### src/fqts_pkg.sv
// Shared constants, types and control structs for the FASTQ record trim scanner.
// Used by every module of the scanner; depends on nothing.
`default_nettype none

package fqts_pkg;

  // Longest read the counters follow before they saturate.
  localparam longint unsigned MAX_READ_LENGTH = 65535;
  localparam int CountW = $clog2(MAX_READ_LENGTH + 1);

  typedef logic [CountW-1:0] count_t;
  localparam count_t MaxCount = count_t'(MAX_READ_LENGTH);

  // Width of the record fields on the result channel.
  localparam int FieldW = 16;
  typedef logic [FieldW-1:0] field_t;

  // Character codes.
  localparam logic [7:0] ChNewline  = 8'd10;
  localparam logic [7:0] ChHeader   = 8'd64;
  localparam logic [7:0] ChPlus     = 8'd43;
  localparam logic [7:0] ChN        = 8'd78;
  localparam logic [7:0] SangerLow  = 8'd33;
  localparam logic [7:0] SangerHigh = 8'd58;

  // Line kind codes.
  localparam logic [1:0] LkIdle = 2'd0;
  localparam logic [1:0] LkSeq  = 2'd1;
  localparam logic [1:0] LkQual = 2'd2;

  // Per-item control decisions from the line controller.
  typedef struct packed {
    logic take_base;
    logic take_qual;
    logic clear_rec;
    logic file_reset;
    logic end_line;
    logic emit;
    logic final_rec;
  } ctl_t;

  // Record counter status toward the line controller.
  typedef struct packed {
    logic counts_match;
    logic counts_nonzero;
  } rec_status_t;

endpackage

`default_nettype wire

### src/fqts_line_ctrl.sv
// Line classifier of the FASTQ record trim scanner: tracks line kind and line start.
// Depends on fqts_pkg for codes and the control structs.
`default_nettype none

module fqts_line_ctrl (
  input  wire                  clk,
  input  wire                  rst,
  input  wire                  step,
  input  wire  [7:0]           data_byte,
  input  wire                  end_of_stream,
  input  fqts_pkg::rec_status_t rec_status,
  output fqts_pkg::ctl_t       ctl
);

  logic [1:0] line_kind;
  logic [1:0] line_kind_next;
  logic       at_line_start;
  logic       at_line_start_next;
  logic       skip_line;
  logic       skip_line_next;
  logic       take;

  // Decide what the current byte does and where the line state goes.
  always_comb begin
    ctl                = '0;
    take               = 1'b0;
    line_kind_next     = line_kind;
    at_line_start_next = at_line_start;
    skip_line_next     = skip_line;
    if (end_of_stream) begin
      // Flush the last record and start over as a new file.
      ctl.emit           = rec_status.counts_match && rec_status.counts_nonzero;
      ctl.final_rec      = 1'b1;
      ctl.file_reset     = 1'b1;
      line_kind_next     = fqts_pkg::LkIdle;
      at_line_start_next = 1'b1;
      skip_line_next     = 1'b0;
    end else if (data_byte == fqts_pkg::ChNewline) begin
      ctl.end_line       = 1'b1;
      at_line_start_next = 1'b1;
      skip_line_next     = 1'b0;
    end else if (at_line_start) begin
      at_line_start_next = 1'b0;
      skip_line_next     = 1'b0;
      if (data_byte == fqts_pkg::ChHeader && rec_status.counts_match) begin
        line_kind_next = fqts_pkg::LkSeq;
        skip_line_next = 1'b1;
        ctl.emit       = rec_status.counts_nonzero;
        ctl.clear_rec  = 1'b1;
      end else if (data_byte == fqts_pkg::ChPlus && line_kind == fqts_pkg::LkSeq) begin
        line_kind_next = fqts_pkg::LkQual;
        skip_line_next = 1'b1;
      end else if (line_kind != fqts_pkg::LkSeq && line_kind != fqts_pkg::LkQual) begin
        skip_line_next = 1'b1;
      end else begin
        take = 1'b1;
      end
    end else begin
      take = !skip_line;
    end
    ctl.take_base = take && (line_kind == fqts_pkg::LkSeq);
    ctl.take_qual = take && (line_kind == fqts_pkg::LkQual);
  end

  // Line state registers.
  always_ff @(posedge clk) begin
    if (rst) begin
      line_kind     <= fqts_pkg::LkIdle;
      at_line_start <= 1'b1;
      skip_line     <= 1'b0;
    end else if (step) begin
      line_kind     <= line_kind_next;
      at_line_start <= at_line_start_next;
      skip_line     <= skip_line_next;
    end
  end

endmodule

`default_nettype wire

### src/fqts_record_tracker.sv
// Per-record base and quality counters and the non-N trim window.
// Depends on fqts_pkg for count types and the control structs.
`default_nettype none

module fqts_record_tracker (
  input  wire                   clk,
  input  wire                   rst,
  input  wire                   step,
  input  wire  [7:0]            data_byte,
  input  fqts_pkg::ctl_t        ctl,
  output fqts_pkg::rec_status_t rec_status,
  output fqts_pkg::field_t      read_length,
  output fqts_pkg::field_t      trim_start,
  output fqts_pkg::field_t      trim_length,
  output logic                  length_overflow
);

  fqts_pkg::count_t base_count;
  fqts_pkg::count_t qual_count;
  fqts_pkg::count_t first_real_base;
  fqts_pkg::count_t last_real_base;
  logic             seen_real_base;
  logic             overflow_seen;
  fqts_pkg::count_t window_len;

  // Counter updates; a header with matching counts or end of stream clears the record.
  always_ff @(posedge clk) begin
    if (rst) begin
      base_count      <= '0;
      qual_count      <= '0;
      first_real_base <= '0;
      last_real_base  <= '0;
      seen_real_base  <= 1'b0;
      overflow_seen   <= 1'b0;
    end else if (step) begin
      if (ctl.file_reset || ctl.clear_rec) begin
        base_count      <= '0;
        qual_count      <= '0;
        first_real_base <= '0;
        last_real_base  <= '0;
        seen_real_base  <= 1'b0;
        overflow_seen   <= 1'b0;
      end else if (ctl.take_base) begin
        if (base_count >= fqts_pkg::MaxCount) begin
          overflow_seen <= 1'b1;
        end else begin
          if (data_byte != fqts_pkg::ChN) begin
            if (!seen_real_base) begin
              first_real_base <= base_count;
              seen_real_base  <= 1'b1;
            end
            last_real_base <= base_count;
          end
          base_count <= base_count + fqts_pkg::count_t'(1);
        end
      end else if (ctl.take_qual) begin
        if (qual_count >= fqts_pkg::MaxCount) begin
          overflow_seen <= 1'b1;
        end else begin
          qual_count <= qual_count + fqts_pkg::count_t'(1);
        end
      end
    end
  end

  // Record status and the trim window of the record as it stands.
  always_comb begin
    rec_status.counts_match   = (base_count == qual_count);
    rec_status.counts_nonzero = (base_count != '0);
    window_len      = last_real_base - first_real_base + fqts_pkg::count_t'(1);
    read_length     = fqts_pkg::field_t'(base_count);
    length_overflow = overflow_seen;
    if (seen_real_base && last_real_base >= first_real_base) begin
      trim_start  = fqts_pkg::field_t'(first_real_base);
      trim_length = fqts_pkg::field_t'(window_len);
    end else begin
      trim_start  = '0;
      trim_length = fqts_pkg::field_t'(1);
    end
  end

endmodule

`default_nettype wire

### src/fqts_quality_stats.sv
// File-wide quality statistics: min, max, Sanger detection and freezing.
// Depends on fqts_pkg for character codes and the control struct.
`default_nettype none

module fqts_quality_stats (
  input  wire            clk,
  input  wire            rst,
  input  wire            step,
  input  wire  [7:0]     data_byte,
  input  fqts_pkg::ctl_t ctl,
  output logic [7:0]     low_quality,
  output logic [7:0]     high_quality,
  output logic           sanger_scale
);

  logic [7:0] lowest_quality;
  logic [7:0] highest_quality;
  logic       sanger_seen;
  logic       stats_frozen;

  // Statistics follow quality bytes until the line with the first Sanger symbol ends.
  always_ff @(posedge clk) begin
    if (rst) begin
      lowest_quality  <= 8'hFF;
      highest_quality <= 8'h00;
      sanger_seen     <= 1'b0;
      stats_frozen    <= 1'b0;
    end else if (step) begin
      if (ctl.file_reset) begin
        lowest_quality  <= 8'hFF;
        highest_quality <= 8'h00;
        sanger_seen     <= 1'b0;
        stats_frozen    <= 1'b0;
      end else begin
        if (ctl.take_qual && !stats_frozen) begin
          if (data_byte < lowest_quality) begin
            lowest_quality <= data_byte;
          end
          if (data_byte > highest_quality) begin
            highest_quality <= data_byte;
          end
          if (data_byte >= fqts_pkg::SangerLow && data_byte <= fqts_pkg::SangerHigh) begin
            sanger_seen <= 1'b1;
          end
        end
        if (ctl.end_line && sanger_seen) begin
          stats_frozen <= 1'b1;
        end
      end
    end
  end

  assign low_quality  = lowest_quality;
  assign high_quality = highest_quality;
  assign sanger_scale = sanger_seen;

endmodule

`default_nettype wire

### src/fastq_record_trim_scanner_top.sv
// Top level of the FASTQ record trim scanner: input register, result register, glue.
// Depends on fqts_pkg, fqts_line_ctrl, fqts_record_tracker and fqts_quality_stats.
//
// Usage:
//   The item channel (item_valid, item_stall, data_byte, end_of_stream) carries one
//   file byte per transfer, or an end-of-stream marker that flushes the last record.
//   The result channel (result_valid, result_stall and the record fields) carries one
//   transfer per finished record: at each header that follows a non-empty record with
//   matching counts and at an end-of-stream marker whose base and quality counts match and are not zero.
//   Each byte goes through an input register, the compare and counter logic, and, if it
//   finishes a record, a result register.
//   Unless the receiver stalls, one byte is taken every cycle; throughput is one item
//   per cycle, set by the single state update per byte in the scanning stage.
//   When the receiver stalls, a waiting result holds and the scanning stage stops;
//   item_stall rises only once the input register is also full, so the block still
//   takes one byte while a result waits.
//   Synchronous reset clears the line state, the record counts and the quality
//   statistics, and empties both registers. After an end-of-stream marker the line
//   state, record counts and statistics return to reset values, so the next byte begins a new file.
`default_nettype none

module fastq_record_trim_scanner_top (
  input  wire                     clk,
  input  wire                     rst,
  input  wire                     item_valid,
  output logic                    item_stall,
  input  wire  [7:0]              data_byte,
  input  wire                     end_of_stream,
  output logic                    result_valid,
  input  wire                     result_stall,
  output logic [15:0]             read_length,
  output logic [15:0]             trim_start,
  output logic [15:0]             trim_length,
  output logic [7:0]              low_quality,
  output logic [7:0]              high_quality,
  output logic                    sanger_scale,
  output logic                    final_record,
  output logic                    length_overflow
);

  logic                  in_full;
  logic [7:0]            in_byte;
  logic                  in_eos;
  logic                  step;
  fqts_pkg::ctl_t        ctl;
  fqts_pkg::rec_status_t rec_status;
  fqts_pkg::field_t      rec_read_length;
  fqts_pkg::field_t      rec_trim_start;
  fqts_pkg::field_t      rec_trim_length;
  logic                  rec_overflow;
  logic [7:0]            st_min;
  logic [7:0]            st_max;
  logic                  st_sanger;

  // The scanning stage moves when it holds a byte and the result register can take a new result.
  assign step       = in_full && (!result_valid || !result_stall);
  assign item_stall = in_full && result_valid && result_stall;

  // Input register.
  always_ff @(posedge clk) begin
    if (rst) begin
      in_full <= 1'b0;
    end else if (item_valid && !item_stall) begin
      in_full <= 1'b1;
    end else if (step) begin
      in_full <= 1'b0;
    end
  end

  always_ff @(posedge clk) begin
    if (item_valid && !item_stall) begin
      in_byte <= data_byte;
      in_eos  <= end_of_stream;
    end
  end

  fqts_line_ctrl u_line_ctrl (
    .clk           (clk),
    .rst           (rst),
    .step          (step),
    .data_byte     (in_byte),
    .end_of_stream (in_eos),
    .rec_status    (rec_status),
    .ctl           (ctl)
  );

  fqts_record_tracker u_record_tracker (
    .clk             (clk),
    .rst             (rst),
    .step            (step),
    .data_byte       (in_byte),
    .ctl             (ctl),
    .rec_status      (rec_status),
    .read_length     (rec_read_length),
    .trim_start      (rec_trim_start),
    .trim_length     (rec_trim_length),
    .length_overflow (rec_overflow)
  );

  fqts_quality_stats u_quality_stats (
    .clk          (clk),
    .rst          (rst),
    .step         (step),
    .data_byte    (in_byte),
    .ctl          (ctl),
    .low_quality  (st_min),
    .high_quality (st_max),
    .sanger_scale (st_sanger)
  );

  // Result register valid flag.
  always_ff @(posedge clk) begin
    if (rst) begin
      result_valid <= 1'b0;
    end else if (step && ctl.emit) begin
      result_valid <= 1'b1;
    end else if (!result_stall) begin
      result_valid <= 1'b0;
    end
  end

  // Result payload, captured from the state as it stood before this byte.
  always_ff @(posedge clk) begin
    if (step && ctl.emit) begin
      read_length     <= rec_read_length;
      trim_start      <= rec_trim_start;
      trim_length     <= rec_trim_length;
      low_quality     <= st_min;
      high_quality    <= st_max;
      sanger_scale    <= st_sanger;
      final_record    <= ctl.final_rec;
      length_overflow <= rec_overflow;
    end
  end

  // The trim window lies inside the read.
  assert property (@(posedge clk) disable iff (rst)
    result_valid |-> ({1'b0, trim_start} + {1'b0, trim_length} <= {1'b0, read_length}))
    else $error("trim window exceeds read length");

  // Min and max are either untouched or ordered.
  assert property (@(posedge clk) disable iff (rst)
    result_valid |-> ((low_quality <= high_quality) ||
                      (low_quality == 8'hFF && high_quality == 8'h00)))
    else $error("quality statistics out of order");

  // A result never leaves the register while the receiver stalls it.
  assert property (@(posedge clk) disable iff (rst)
    (result_valid && result_stall) |=> (result_valid && $stable(read_length) &&
                                        $stable(final_record)))
    else $error("stalled result changed");

endmodule

`default_nettype wire

### config.mk
export PLATFORM = sky130hd
export DESIGN_NAME = fastq_record_trim_scanner_top
export DESIGN_NICKNAME = d
export VERILOG_FILES = /design/src/fqts_pkg.sv /design/src/fqts_line_ctrl.sv /design/src/fqts_record_tracker.sv /design/src/fqts_quality_stats.sv /design/src/fastq_record_trim_scanner_top.sv
export SDC_FILE = /design/constraint.sdc
export NUM_CORES = 1
export LEC_CHECK = 0
export ABC_AREA = 0
export BUFFER_PORTS_ARGS = -buffer_cell sky130_fd_sc_hd__buf_2
export CAP_MARGIN = 25
export CORE_ASPECT_RATIO = 1.5
export CORE_UTILIZATION = 45
export DETAILED_ROUTE_END_ITERATION = 10
export GPL_ROUTABILITY_DRIVEN = 0
export GPL_TIMING_DRIVEN = 0
export SYNTH_ARGS = -nofsm -noshare
export SYNTH_HDL_FRONTEND = slang
export SYNTH_HIERARCHICAL = 1
export SYNTH_SLANG_ARGS = --single-unit
### constraint.sdc
create_clock -name clk -period 12.3 [get_ports clk]
set_input_delay 1.23 -clock clk [delete_from_list [all_inputs] [get_ports clk]]
set_output_delay 1.23 -clock clk [all_outputs]
set_load 0.01 [all_outputs]
; ---- After elaboration in Yosys (flattened, before gate mapping)
; Cells that the tools add are included.
[totals]
regBits = 166
inputBits = 13
out_inout_bits = 69
[op_classes]
add_sub_neg = 4
order_cmp = 7
eq_ne = 16
muxes = 69
n_reduce_logical = 48
[ops]
columns = operator, count
row1 = $mux 16, 16
row2 = $add 16x1->16 const B, 3
row3 = $mux 8, 6
row4 = $mux 1, 42
row5 = $ge 16x16->1 const B, 2
row6 = $reduce_bool 2->1, 10
row7 = $eq 16x16->1, 1
row8 = $ge 16x16->1, 1
row9 = $reduce_and 4->1, 4
row10 = $reduce_bool 16->1, 1
row11 = $sub 16x16->16, 1
row12 = $logic_and 1x1->1, 15
row13 = $reduce_and 3->1, 4
row14 = $reduce_bool 3->1, 4
row15 = $mux 2, 5
row16 = $ne 2x1->1 const B, 5
row17 = $eq 8x4->1 const B, 1
row18 = $eq 8x6->1 const B, 1
row19 = $eq 8x7->1 const B, 1
row20 = $ge 8x6->1 const B, 1
row21 = $gt 8x8->1, 1
row22 = $le 8x6->1 const B, 1
row23 = $lt 8x8->1, 1
row24 = $ne 8x7->1 const B, 1
row25 = other kinds (8), 16

; ---- Longest topological paths before layout
[depth]
word_depth = 12
depth_mapped = 14
mapped_depth_nobuf = 13

; ---- Cells and area by module
; The synthesis kept the hierarchy.
[by_module_without_submodules]
columns = module, instances, cells_per_inst, area_each_um2, seq_area_each_um2
row1 = fqts_record_tracker, 1, 550, 4665.7, 1321.3
row2 = fastq_record_trim_scanner_top, 1, 88, 2376.0, 2322.2
row3 = fqts_quality_stats, 1, 121, 1088.5, 360.3
row4 = fqts_line_ctrl, 1, 44, 422.9, 80.1

; ---- Worst setup path before layout
; OpenSTA, ideal clock, no wires.
[synth_timing]
path_type = register to register
start = register u_record_tracker.base_count[2] (netlist: u_record_tracker/read_length[2])
end = register final_record, enable pin
setup_time_ns = 0.514
t_arrival_ns = 5.142
required_ns = 11.786
setup_slack_ns = 6.643
stages_incl_launch_ff = 11
synth_period_minus_slack_ns = 5.657
path_cell_list = dfxtp_1 buf_2 xnor2_1 nand4_1 nor4_1 nor4bb_4 nand2_1 nor3_2 o21a_1 nand2_1 a21oi_1
[synth_rtl]
columns = item, line_no
row1 = from (decl), fqts_record_tracker.sv:18  ; fqts_pkg::count_t base_count;
row2 = from (signal assigned), fqts_record_tracker.sv:54  ; base_count <= base_count + fqts_pkg::count_t'(1);
row3 = to (signal assigned), fastq_record_trim_scanner_top.sv:131  ; final_record <= ctl.final_rec;
row4 = to (decl), fastq_record_trim_scanner_top.sv:37  ; output logic final_record,

==> impl_metrics.toml <==
[setup_path]
max_stage_delay_ns = 0.56
path_cells = "xnor2_1 > nand4_1 > nor4_1 > nor4bb_4 > a2bb2o_4 > and2_4 > a2111oi_4 > nand2b_1 > a221oi_2 > nor2_1 > buf_2 > o21ai_0 > o31ai_1"
path_max_fanout = 10
cp.required_ns = 12.62
critPathKind = "flip-flop to flip-flop"
critPathBufInv = 1
crit_family = "simple AND/OR/NAND/NOR gates"
critPathSlowestCell = "dfxtp_1"
critPathLaunchType = "flip-flop"
crit_arrival_ns = 4.17
cp-end-kind = "flip-flop"

[synth]
ys_seq_area_share_pct = 47.7
async_flop_share_pct = 0
syn_inst = 803
avgSynthCellArea_um2 = 10.7
synth_common_cells = "dfxtp_1 (90), edfxtp_1 (76), nor2_1 (67)"
synth-seq-cells = 166
synth_nets = 874
yosys.area.top_type = "edfxtp_1"
syn-cell-area_um2 = 8550
synth_ff_type = "dfxtp_1"
ys_warn_count = 6
synthDistinctLibCells = 89
synth_top_area_share_pct = 26.7
synth.most_common_cell = "dfxtp_1"
synth_area_leaders = "edfxtp_1 (27%), dfxtp_1 (21%), ha_1 (7.3%)"
synth_edf_count = 76

[power_and_ir_drop]
pwr-share-comb_pct = 3.2
irDropWorstVdd_mv = 0.118
switching_share_pct = 22.1
clkPwrFrac_pct = 45.4
power_density_nw_per_um2 = 114
power_mw = 1.13
intPower_mw = 0.882
p_leak_nw = 3.85
p_sw_mw = 0.249
seq_power_share_pct = 51.4

[finish]
design_area_um2 = 9900
fin_cells = 1170
diodes = 0
final_util_pct = 53.4
nets = 976
layout-area-overhead-vs-synth_pct = 15.7
layout-drive-gt1-share_pct = 21.4

[sta]
setup_viol = 0
rsz0062_at_grt = "no"
slew_headroom_pct = 42.4
totalNegativeSetupSlack_ns = 0
fmax_ghz = 0.260
finalCritPeriodShare_pct = 31.3
hold_viol_final = 0
final_max_slew_viol_count = 0
tightest_slew_ns = 0.843
layout_setup_ws_ns = 8.45
holdWs_ns = 0.435
fin_worst_skew_ns = 0.00873
period_minus_slack_ns = 3.85

[placement]
pre_cts_slack_ns = 8.54
placed_area_um2 = 9330
dp.cells = 1138
io_buffers = 81
post-dp-hpwl_mm = 14.6

[clock_network]
cts_root_buffer = "clkbuf_16"
cts_tree = "built"
clockBufferDepth = 2
numCtsBuffers = 17
cts_sinks = 166
clock_latency_ns = 0.44
cts_setup_buffers = 0
path_clk_slew_ns = 0.06
hold_buffers = 0
htreeDepth = 4
cts_resized = 0

[drt]
drc_errors = 0
antenna_left = 0
drt-total-wl_mm = 19.7
wl_per_cell_um = 16.8
vias_per_cell = 5.45
drt-pass1-iter-count = 5
first_iter_violations = 375
num_vias = 6382

[floorplanning]
fp.dieH_um = 171
die_x_um = 115
core-area_um2 = 18500
dieArea_um2 = 19600
start_util_pct = 46.1
io_pins = 82
rows = 61

[grt]
antenna_found_initial = 0
grt_pass1_wl_mm = 31.3
grt_max_degree = 32
grt-ovfl-total = 0
grt.total_usage_pct = 21.2
grt_pass1_vias = 6306

[min_path]
hold_class = "flip-flop to flip-flop"

[job]
cap_violations = 0

[run_status]
status = "completed"
[final cells by class]
| cell class | instances | area [um2] |
|---|---|---|
| Tap cell | 252 | 315 |
| Timing Repair Buffer | 83 | 445 |
| Fill cell | 1665 | 8650 |
| Clock inverter | 9 | 60.1 |
| Inverter | 58 | 218 |
| Clock buffer | 23 | 510 |
| Sequential cell | 166 | 4080 |
| Buffer | 36 | 287 |
| Multi-Input combinational cell | 543 | 3980 |
[flip-flops by register name (all words and copies together), names as in the netlist, 2 cells and up]
register,cells
in_byte,8
u_line_ctrl/line_kind,2
read_length,16
trim_start,16
high_quality,8
u_record_tracker/first_real_base,16
u_record_tracker/read_length,16
u_quality_stats/low_quality,8
trim_length,16
u_record_tracker/last_real_base,16
low_quality,8
u_quality_stats/high_quality,8
u_record_tracker/qual_count,16
[power by group through the flow]
stage | Sequential, mW | Combinational, mW | Clock, mW
floorplan | 0.591 | 0.0251 | 0
global route | 0.582 | 0.0399 | 0.548
finish | 0.581 | 0.0361 | 0.514
detailed placement | 0.593 | 0.0360 | 0
CTS | 0.581 | 0.0361 | 0.527
global placement | 0.594 | 0.0355 | 0
[path summary, 6_finish.rpt]
path	start	to	slack (ns)	depth (start not counted)
worst max register to register	u_record_tracker/read_length[14]	u_record_tracker/qual_count[10]	8.45	13
worst min-delay path	u_record_tracker/read_length[2]	read_length[2]	0.43	0
worst min register to register	u_record_tracker/read_length[2]	read_length[2]	0.43	0
worst max-delay path	u_record_tracker/read_length[14]	u_record_tracker/qual_count[10]	8.45	13
[cells by family (layout without fill, tap and decap cells)]
kind of cell / Yosys count / after routing / share of synthesized area, %
fa+ha+maj: 58 / 58 / 9.19
xor+xnor: 30 / 30 / 3.07
simple gates: 255 / 255 / 16.3
mux: 9 / 9 / 1.05
flops: 166 / 166 / 47.7
buf+inv: 94 / 209 / 5.90
compound gates: 191 / 191 / 16.7
[worst reg2reg max path: cells and delay by family (launching register included)]
family | cells | cell delay, ns
compound gates | 5 | 1.11
xor+xnor | 1 | 0.18
buf+inv | 1 | 0.21
flops | 1 | 0.56
simple gates | 6 | 1.68
[cell usage in the layout, fill, tap and decap left out, types with 17 or more instances in the layout]
cell type and count:
a21oi_1 32, a22o_1 21, a31oi_1 17, buf_2 93, clkbuf_16 19, dfxtp_1 90
edfxtp_1 76, ha_1 50, inv_1 58, nand2_1 55, nand3_1 18, nand4_1 20
nor2_1 67, o21ai_0 36, xnor2_1 25
[per-layer routing]
metal  wire length [um]  GRT usage, %
met3                740          4.43
met4                478          10.3
met1               7550          21.3
met5                  0             0
met2              10900          40.8
Power figures use the tool's default switching activity.
